==> src/design/scte_pkg.sv <==
// Shared constants, event word type and the scancode to key code table
// for the scancode to key event block. No dependencies.
package scte_pkg;

  localparam int KEY_COUNT_DEF = 89;
  localparam int EVQ_DEPTH     = 8;

  localparam logic [7:0] PRESS_MAX   = 8'h58;
  localparam logic [7:0] RELEASE_MIN = 8'h80;
  localparam logic [7:0] RELEASE_MAX = 8'hD8;

  localparam logic TYPE_SYNC = 1'b0;
  localparam logic TYPE_KEY  = 1'b1;

  localparam logic [1:0] VAL_RELEASE = 2'd0;
  localparam logic [1:0] VAL_PRESS   = 2'd1;
  localparam logic [1:0] VAL_REPEAT  = 2'd2;

  typedef struct packed {
    logic       etype;
    logic [7:0] code;
    logic [1:0] value;
    logic       last;
  } event_word_t;

  // Set-1 key index to input key code; 0 means unmapped.
  function automatic logic [7:0] key_code_lookup(input logic [6:0] idx);
    logic [7:0] code;
    case (idx)
      7'd0, 7'd84, 7'd85, 7'd86: code = 8'd0;
      7'd72: code = 8'd103;
      7'd75: code = 8'd105;
      7'd77: code = 8'd106;
      7'd80: code = 8'd108;
      7'd82: code = 8'd110;
      7'd83: code = 8'd111;
      default: code = (idx <= 7'd88) ? {1'b0, idx} : 8'd0;
    endcase
    return code;
  endfunction

endpackage

==> src/design/scancode_to_key_event.sv <==
// Scancode to key event top level: decode, key map read-modify-write, event queue.
// The first event of a scancode is registered in stage 1 and then in the event
// queue before it is offered.
// Throughput: one scancode per cycle when it yields at most one event word and
// out_ready is high; two-word ones wait on the one-word-per-cycle queue output.
// Reset: synchronous; clears key map valid flops at once (no sweep), last code 0.
module scancode_to_key_event
  import scte_pkg::*;
#(
  parameter int KEY_COUNT = KEY_COUNT_DEF
) (
  input  logic       clk,
  input  logic       rst,
  input  logic       in_valid,
  output logic       in_ready,
  input  logic [7:0] scancode,
  output logic       out_valid,
  input  logic       out_ready,
  output logic       event_type,
  output logic [7:0] event_code,
  output logic [1:0] event_value,
  output logic       last_of_run
);

  localparam int IDX_W = $clog2(KEY_COUNT);
  localparam int CNT_W = $clog2(EVQ_DEPTH + 1);

  logic             in_accept;
  logic             dec_press;
  logic             dec_release;
  logic [7:0]       dec_key;
  logic             dec_ok;

  logic             s1_valid;
  logic             s1_press;
  logic [IDX_W-1:0] s1_idx;
  logic [7:0]       s1_key;

  logic             fwd_valid;
  logic [IDX_W-1:0] fwd_idx;
  logic             fwd_bit;

  logic             mem_rd_bit;
  logic             down;
  logic [7:0]       last_pressed;
  logic             set_last;
  logic [1:0]       key_val;

  logic [1:0]       push_n;
  event_word_t      push_w0;
  event_word_t      push_w1;
  event_word_t      head;
  logic [CNT_W-1:0] fifo_count;
  logic [CNT_W:0]   occupancy;

  // decode
  assign dec_press   = (scancode <= PRESS_MAX);
  assign dec_release = (scancode >= RELEASE_MIN) && (scancode <= RELEASE_MAX);
  assign dec_key     = key_code_lookup(scancode[6:0]);
  assign dec_ok      = (dec_press || dec_release) && (int'(scancode[6:0]) < KEY_COUNT)
                       && (dec_key != 8'd0);

  assign occupancy = (CNT_W + 1)'(fifo_count) + (s1_valid ? (CNT_W + 1)'(2) : '0);
  assign in_ready  = (occupancy <= (CNT_W + 1)'(EVQ_DEPTH - 2));
  assign in_accept = in_valid && in_ready;

  always_ff @(posedge clk) begin
    if (rst) begin
      s1_valid <= 1'b0;
    end else begin
      s1_valid <= in_accept && dec_ok;
    end
  end

  always_ff @(posedge clk) begin
    if (in_accept) begin
      s1_press <= dec_press;
      s1_idx   <= scancode[IDX_W-1:0];
      s1_key   <= dec_key;
    end
  end

  scte_key_mem #(
    .KEY_COUNT(KEY_COUNT)
  ) u_key_mem (
    .clk    (clk),
    .rst    (rst),
    .rd_en  (in_accept && dec_ok),
    .rd_addr(scancode[IDX_W-1:0]),
    .rd_bit (mem_rd_bit),
    .wr_en  (s1_valid),
    .wr_addr(s1_idx),
    .wr_bit (s1_press)
  );

  // latest write bypasses a read issued at the same edge
  always_ff @(posedge clk) begin
    if (rst) begin
      fwd_valid <= 1'b0;
    end else if (s1_valid) begin
      fwd_valid <= 1'b1;
    end
  end

  always_ff @(posedge clk) begin
    if (s1_valid) begin
      fwd_idx <= s1_idx;
      fwd_bit <= s1_press;
    end
  end

  assign down = (fwd_valid && (fwd_idx == s1_idx)) ? fwd_bit : mem_rd_bit;

  always_comb begin
    key_val  = VAL_RELEASE;
    push_n   = 2'd0;
    set_last = 1'b0;
    if (s1_valid) begin
      if (s1_press && !down) begin
        key_val  = VAL_PRESS;
        push_n   = 2'd2;
        set_last = 1'b1;
      end else if (s1_press) begin
        key_val = VAL_REPEAT;
        push_n  = (s1_key == last_pressed) ? 2'd2 : 2'd0;
      end else if (down) begin
        push_n = 2'd2;
      end else begin
        push_n = 2'd1;
      end
    end
  end

  always_comb begin
    push_w1 = '{etype: TYPE_SYNC, code: 8'd0, value: VAL_RELEASE, last: 1'b1};
    if (push_n == 2'd2) begin
      push_w0 = '{etype: TYPE_KEY, code: s1_key, value: key_val, last: 1'b0};
    end else begin
      push_w0 = push_w1;
    end
  end

  always_ff @(posedge clk) begin
    if (rst) begin
      last_pressed <= 8'd0;
    end else if (set_last) begin
      last_pressed <= s1_key;
    end
  end

  scte_event_fifo #(
    .DEPTH(EVQ_DEPTH)
  ) u_event_fifo (
    .clk      (clk),
    .rst      (rst),
    .push_n   (push_n),
    .push_w0  (push_w0),
    .push_w1  (push_w1),
    .pop_valid(out_valid),
    .pop_ready(out_ready),
    .head     (head),
    .count    (fifo_count)
  );

  assign event_type  = head.etype;
  assign event_code  = head.code;
  assign event_value = head.value;
  assign last_of_run = head.last;

  a_s1_from_accept: assert property (@(posedge clk) disable iff (rst)
    s1_valid |-> $past(in_accept && dec_ok))
    else $error("stage 1 word without accepted scancode");

  a_queue_room: assert property (@(posedge clk) disable iff (rst)
    s1_valid |-> (fifo_count <= CNT_W'(EVQ_DEPTH - 2)))
    else $error("event queue lacks room for stage 1");

  a_repeat_last: assert property (@(posedge clk) disable iff (rst)
    (push_n == 2'd2 && key_val == VAL_REPEAT) |-> (s1_key == last_pressed))
    else $error("repeat for a key that was not last pressed");

  a_word_shape: assert property (@(posedge clk) disable iff (rst)
    out_valid |-> ((event_type == TYPE_KEY) != last_of_run))
    else $error("key event and run end disagree");

endmodule

==> src/design/scte_key_mem.sv <==
// Key down map: one-bit synchronous memory with registered read and
// per-entry valid flops cleared by reset. Depends on scte_pkg.
module scte_key_mem
  import scte_pkg::*;
#(
  parameter int KEY_COUNT = KEY_COUNT_DEF,
  localparam int IDX_W = $clog2(KEY_COUNT)
) (
  input  logic             clk,
  input  logic             rst,
  input  logic             rd_en,
  input  logic [IDX_W-1:0] rd_addr,
  output logic             rd_bit,
  input  logic             wr_en,
  input  logic [IDX_W-1:0] wr_addr,
  input  logic             wr_bit
);

  logic                 mem [KEY_COUNT];
  logic [KEY_COUNT-1:0] valid;
  logic                 rd_data;
  logic                 rd_valid;

  always_ff @(posedge clk) begin
    if (wr_en) begin
      mem[wr_addr] <= wr_bit;
    end
    if (rd_en) begin
      rd_data <= mem[rd_addr];
    end
  end

  always_ff @(posedge clk) begin
    if (rst) begin
      valid    <= '0;
      rd_valid <= 1'b0;
    end else begin
      if (wr_en) begin
        valid[wr_addr] <= 1'b1;
      end
      if (rd_en) begin
        rd_valid <= valid[rd_addr];
      end
    end
  end

  // never-written entries read as not down
  assign rd_bit = rd_valid & rd_data;

endmodule

==> src/design/scte_event_fifo.sv <==
// Event word queue: takes up to two words per cycle, hands out one while pop_ready is high.
// Depends on scte_pkg.
module scte_event_fifo
  import scte_pkg::*;
#(
  parameter int DEPTH = EVQ_DEPTH,
  localparam int PTR_W = $clog2(DEPTH),
  localparam int CNT_W = $clog2(DEPTH + 1)
) (
  input  logic             clk,
  input  logic             rst,
  input  logic [1:0]       push_n,
  input  event_word_t      push_w0,
  input  event_word_t      push_w1,
  output logic             pop_valid,
  input  logic             pop_ready,
  output event_word_t      head,
  output logic [CNT_W-1:0] count
);

  event_word_t            entries [DEPTH];
  logic [PTR_W-1:0]       wr_ptr;
  logic [PTR_W-1:0]       rd_ptr;
  logic                   pop;

  assign pop_valid = (count != '0);
  assign pop       = pop_valid && pop_ready;
  assign head      = entries[rd_ptr];

  always_ff @(posedge clk) begin
    if (push_n != 2'd0) begin
      entries[wr_ptr] <= push_w0;
    end
    if (push_n == 2'd2) begin
      entries[wr_ptr + PTR_W'(1)] <= push_w1;
    end
  end

  always_ff @(posedge clk) begin
    if (rst) begin
      wr_ptr <= '0;
      rd_ptr <= '0;
      count  <= '0;
    end else begin
      wr_ptr <= wr_ptr + PTR_W'(push_n);
      if (pop) begin
        rd_ptr <= rd_ptr + PTR_W'(1);
      end
      count <= count + CNT_W'(push_n) - CNT_W'(pop);
    end
  end

endmodule

==> config.mk <==
export PLATFORM = sky130hd
export DESIGN_NAME = scancode_to_key_event
export DESIGN_NICKNAME = d
export VERILOG_FILES = /design/src/design/scte_pkg.sv /design/src/design/scancode_to_key_event.sv /design/src/design/scte_key_mem.sv /design/src/design/scte_event_fifo.sv
export SDC_FILE = /design/constraint.sdc
export NUM_CORES = 1
export LEC_CHECK = 0
export ABC_AREA = 1
export BUFFER_PORTS_ARGS = -buffer_cell sky130_fd_sc_hd__buf_2
export CORE_ASPECT_RATIO = 2
export CORE_MARGIN = 5
export CORE_UTILIZATION = 60
export DETAILED_ROUTE_END_ITERATION = 8
export PLACE_DENSITY_LB_ADDON = 0.3
export SLEW_MARGIN = 15
export SYNTH_ARGS = -nofsm -noshare
export SYNTH_HDL_FRONTEND = slang
export SYNTH_SLANG_ARGS = --single-unit
==> constraint.sdc <==
create_clock -name clk -period 4.2 [get_ports clk]
set_input_delay 0.42 -clock clk [delete_from_list [all_inputs] [get_ports clk]]
set_output_delay 0.42 -clock clk [all_outputs]
set_load 0.05 [all_outputs]
==> summary.txt <==
Clock tree
  – Worst skew pair latency: 0.56 ns
  – Hold_buf cts: 0
  – Worst-path clk slew: 0.07 ns
  – H-tree levels: 1
  – TritonCTS buffer count: 27
  – CTS root buffer: clkbuf_16
  – Post-CTS Resized: 0
  – CTS tree: done
  – CTS sink count: 313
  – CTS Buffer Depth: 3
  – # Post-CTS Setup Buffers: 0

Yosys
  – Ys Warns: 0
  – Synth Instances: 1957
  – Syn Nets: 1983
  – Sequential area share after synthesis: 0.5086
  – EDFF count, synth: 113
  – Main synth FF type: dfxtp_1
  – Yosys reg bits: 313
  – Cell area after synthesis: 0.01454 mm²
  – Syn avg cell area: 7.432 µm²
  – Number of distinct library cells after synthesis: 39
  – Share of flip-flops with an asynchronous set or reset: 0

Route
  – Remaining routing DRC violations: 0
  – DRT iter0 DRCs: 1006
  – Via count: 12077
  – Initial DRT Pass Iterations: 6
  – Final antenna-violating net count: 0
  – Overall routed net length: 37.39 mm
  – DR vias/cell: 5.351
  – Wire per inst: 16.57 µm

Power and ir drop
  – Combinational Power Share: 0.255
  – Reg power frac: 0.441
  – Cell Pwr Density: 547.5 mW/mm²
  – Sw frac: 0.3403
  – NetSw: 2.922 mW
  – Internal: 5.664 mW
  – Clk pwr share: 0.303
  – Leak: 7.397 nW
  – Worst vdd ir: 0.4005 mV

Setup path
  – CP startpoint kind: flop
  – Critical Path AT: 2.86 ns
  – Worst Path Required: 3.78 ns
  – R2R setup slack: 1.15 ns
  – R2R depth: 17
  – Setup crit end kind: output port
  – WS Path Type: flop to output port
  – Reg2reg start: s1_idx[1]$_DFFE_PP_
  – RR Endpoint: u_event_fifo.count[3]$_SDFF_PP0_
  – Crit Path Max Fanout: 31

Cells and area
  – Antenna Diode Count: 0
  – P&R area growth vs syn: 7.811%
  – Storage cell area: 0.007397 mm²
  – Share of cells above drive strength 1: 0.05888
  – Final #Nets: 1976
  – Multi-input logic area: 0.005759 mm²
  – Fillers: 2086
  – Commonest non-fill, non-tap cells in the layout: 488 x nand2_1, 486 x nor2_1, 243 x inv_1
  – Commonest non-fill, non-tap cell in the layout: nand2_1
  – Final instance area: 0.01568 mm²

Run
  – Max-cap check violation count: 0

Timing
  – Hold Vio Cnt, Final: 0
  – RSZ-0062 raised after global routing: false
  – Tmin final: 3.277 ns
  – Fin Clk Skew: 0.01873 ns
  – Sum of negative setup slack: 0 ns
  – Transition time of the tightest slew-check pin: 1.066 ns
  – Fin crit share: 0.7803
  – Setup-failing EPs final: 0
  – Count of pins over their slew limit: 0
  – Fmax: 0.3051 GHz
  – Rel. slew slack: 0.2885

Placement
  – Post-detail-place hpwl: 26.15 mm
  – GPL Wtd Cong: 0.9236
  – DP Area: 0.01477 mm²
  – PortBufs: 24

Global route
  – Number of global-route vias before repair: 11801
  – Total congestion overflow: 0
  – Initial antenna violation count: 0
  – Largest net degree at the start of global routing: 76
  – GRT Util Overall: 0.2721
  – First-pass GRT wire length: 59.82 mm

Floorplan
  – Std-Cell Rows: 80
  – Die ar.: 0.02764 mm²
  – DIE WIDTH: 120.1 µm
  – Core Area: 0.02392 mm²
  – Initial Util: 0.6079
  – I/O pin total: 26
  – Die Y: 230.2 µm

Status
  – Outcome: finished, final reports clean

Hold path
  – HP Class: input pin to flop
  – Hold Crit Start: scancode[2]
  – Hold path cells: 1
  – Hold Path End: s1_idx[2]$_DFFE_PP_
[final cells by class]
type / count / area share
multi-input combinational: 1300 / 0.3673
tap: 287 / 0.02290
inverter: 265 / 0.06344
timing repair buffer: 43 / 0.01676
sequential: 313 / 0.4718
clock buffer: 32 / 0.04556
clock inverter: 17 / 0.01229
[state kept, by name (all words and copies together), names as in the netlist, 4 cells and up, named ones only]
signal,flops
u_key_mem.mem,89
u_key_mem.valid,89
u_event_fifo.entries,88
fwd_idx,7
last_pressed,7
s1_idx,7
s1_key,7
u_event_fifo.count,4
[how the worst max path moves through the flow]
stage	to	from	cells past startpoint
finish	event_type	flop	5
global route	last_of_run	flop	6
floorplan	u_event_fifo.count[3]$_SDFF_PP0_	s1_press$_DFFE_PP_	9
detailed placement	u_event_fifo.count[3]$_SDFF_PP0_	s1_idx[0]$_DFFE_PP_	16
global placement	u_event_fifo.count[3]$_SDFF_PP0_	s1_idx[1]$_DFFE_PP_	17
CTS	event_type	flop	5
[metrics by stage]
| stage | std cells | worst slack, ns | hold WS [ns] | util | total power [mW] |
|---|---|---|---|---|---|
| 3_3_place_gp | 2208 | 1.176 | 0.4449 | 0.6175 | 5.964 |
| 4_1_cts | 2257 | 0.9321 | 0.1212 | 0.6554 | 8.623 |
| 3_5_place_dp | 2208 | 1.125 | 0.4501 | 0.6175 | 6.037 |
| 6_report | 2257 | 0.9227 | 0.1505 | 0.6554 | 8.585 |
| 5_1_grt | 2257 | 0.7937 | 0.1310 | 0.6554 | 9.030 |
| 2_1_floorplan | 1957 | 1.148 | 0.4334 | - | 5.460 |
[power by group through the flow]
stage	combinational, mW	sequential (mW)	clock (mW)
2_1_floorplan	1.65	3.81	0
3_3_place_gp	2.13	3.84	0
3_5_place_dp	2.18	3.86	0
4_1_cts	2.19	3.79	2.64
5_1_grt	2.45	3.83	2.76
6_report	2.19	3.79	2.60
[critical path, stage by stage (launching register included)]
cell and delay (ns):
dfxtp_1 0.67, inv_1 0.60, a21oi_1 0.30, o21ai_0 0.13
a31oi_1 0.28, buf_2 0.31
[cells by family (layout without fill, tap and decap cells)]
| group | Yosys count | after routing | synth area share |
|---|---|---|---|
| other cells | 1 | 1 | 0.0002578 |
| simple gates | 1063 | 1063 | 0.2940 |
| xor+xnor | 13 | 13 | 0.007829 |
| compound gates | 209 | 209 | 0.08052 |
| buf+inv | 344 | 357 | 0.09575 |
| fa+ha+maj | 14 | 14 | 0.01308 |
| flops | 313 | 313 | 0.5086 |
[per-layer routing]
layer / vias up / part of all wire / track usage / routed length (µm)
li1: 6062 / - / - / -
met1: 5551 / 0.35 / 0.2849 / 13260
met2: 342 / 0.53 / 0.5071 / 19860
met3: 122 / 0.045 / 0.02755 / 1696
met4: 0 / 0.069 / 0.1750 / 2576
met5: - / 0 / 0 / 0
[cell usage after synthesis (2+ instances only)]
| cell type | number | area, µm² |
|---|---|---|
| a221oi_1 | 9 | 78.83 |
| nor2_2 | 2 | 12.51 |
| nand4_1 | 5 | 31.28 |
| buf_4 | 2 | 15.01 |
| nand3_1 | 47 | 235.2 |
| nand3_2 | 2 | 20.02 |
| xnor2_1 | 8 | 70.07 |
| clkinv_1 | 11 | 41.29 |
| edfxtp_1 | 113 | 3393 |
| o211ai_1 | 5 | 37.54 |
| fa_1 | 2 | 40.04 |
| buf_2 | 18 | 90.09 |
| nor3_1 | 13 | 65.06 |
| ha_1 | 12 | 150.1 |
| nand3b_1 | 2 | 15.01 |
| inv_1 | 243 | 912.1 |
| buf_6 | 8 | 90.09 |
| nand3_4 | 2 | 35.03 |
| clkbuf_1 | 46 | 172.7 |
| dfxtp_1 | 200 | 4004 |
| nor2_1 | 488 | 1832 |
| a21oi_1 | 55 | 275.3 |
| buf_1 | 4 | 15.01 |
| a31oi_1 | 12 | 75.07 |
| inv_2 | 11 | 41.29 |
| or2_2 | 2 | 12.51 |
| nand4_4 | 7 | 148.9 |
| nand2_1 | 488 | 1832 |
| nand2_2 | 2 | 12.51 |
| o21ai_0 | 102 | 510.5 |
| a22oi_1 | 24 | 180.2 |
| xor2_1 | 5 | 43.79 |
No activity file was read; power rests on OpenSTA's default activity.
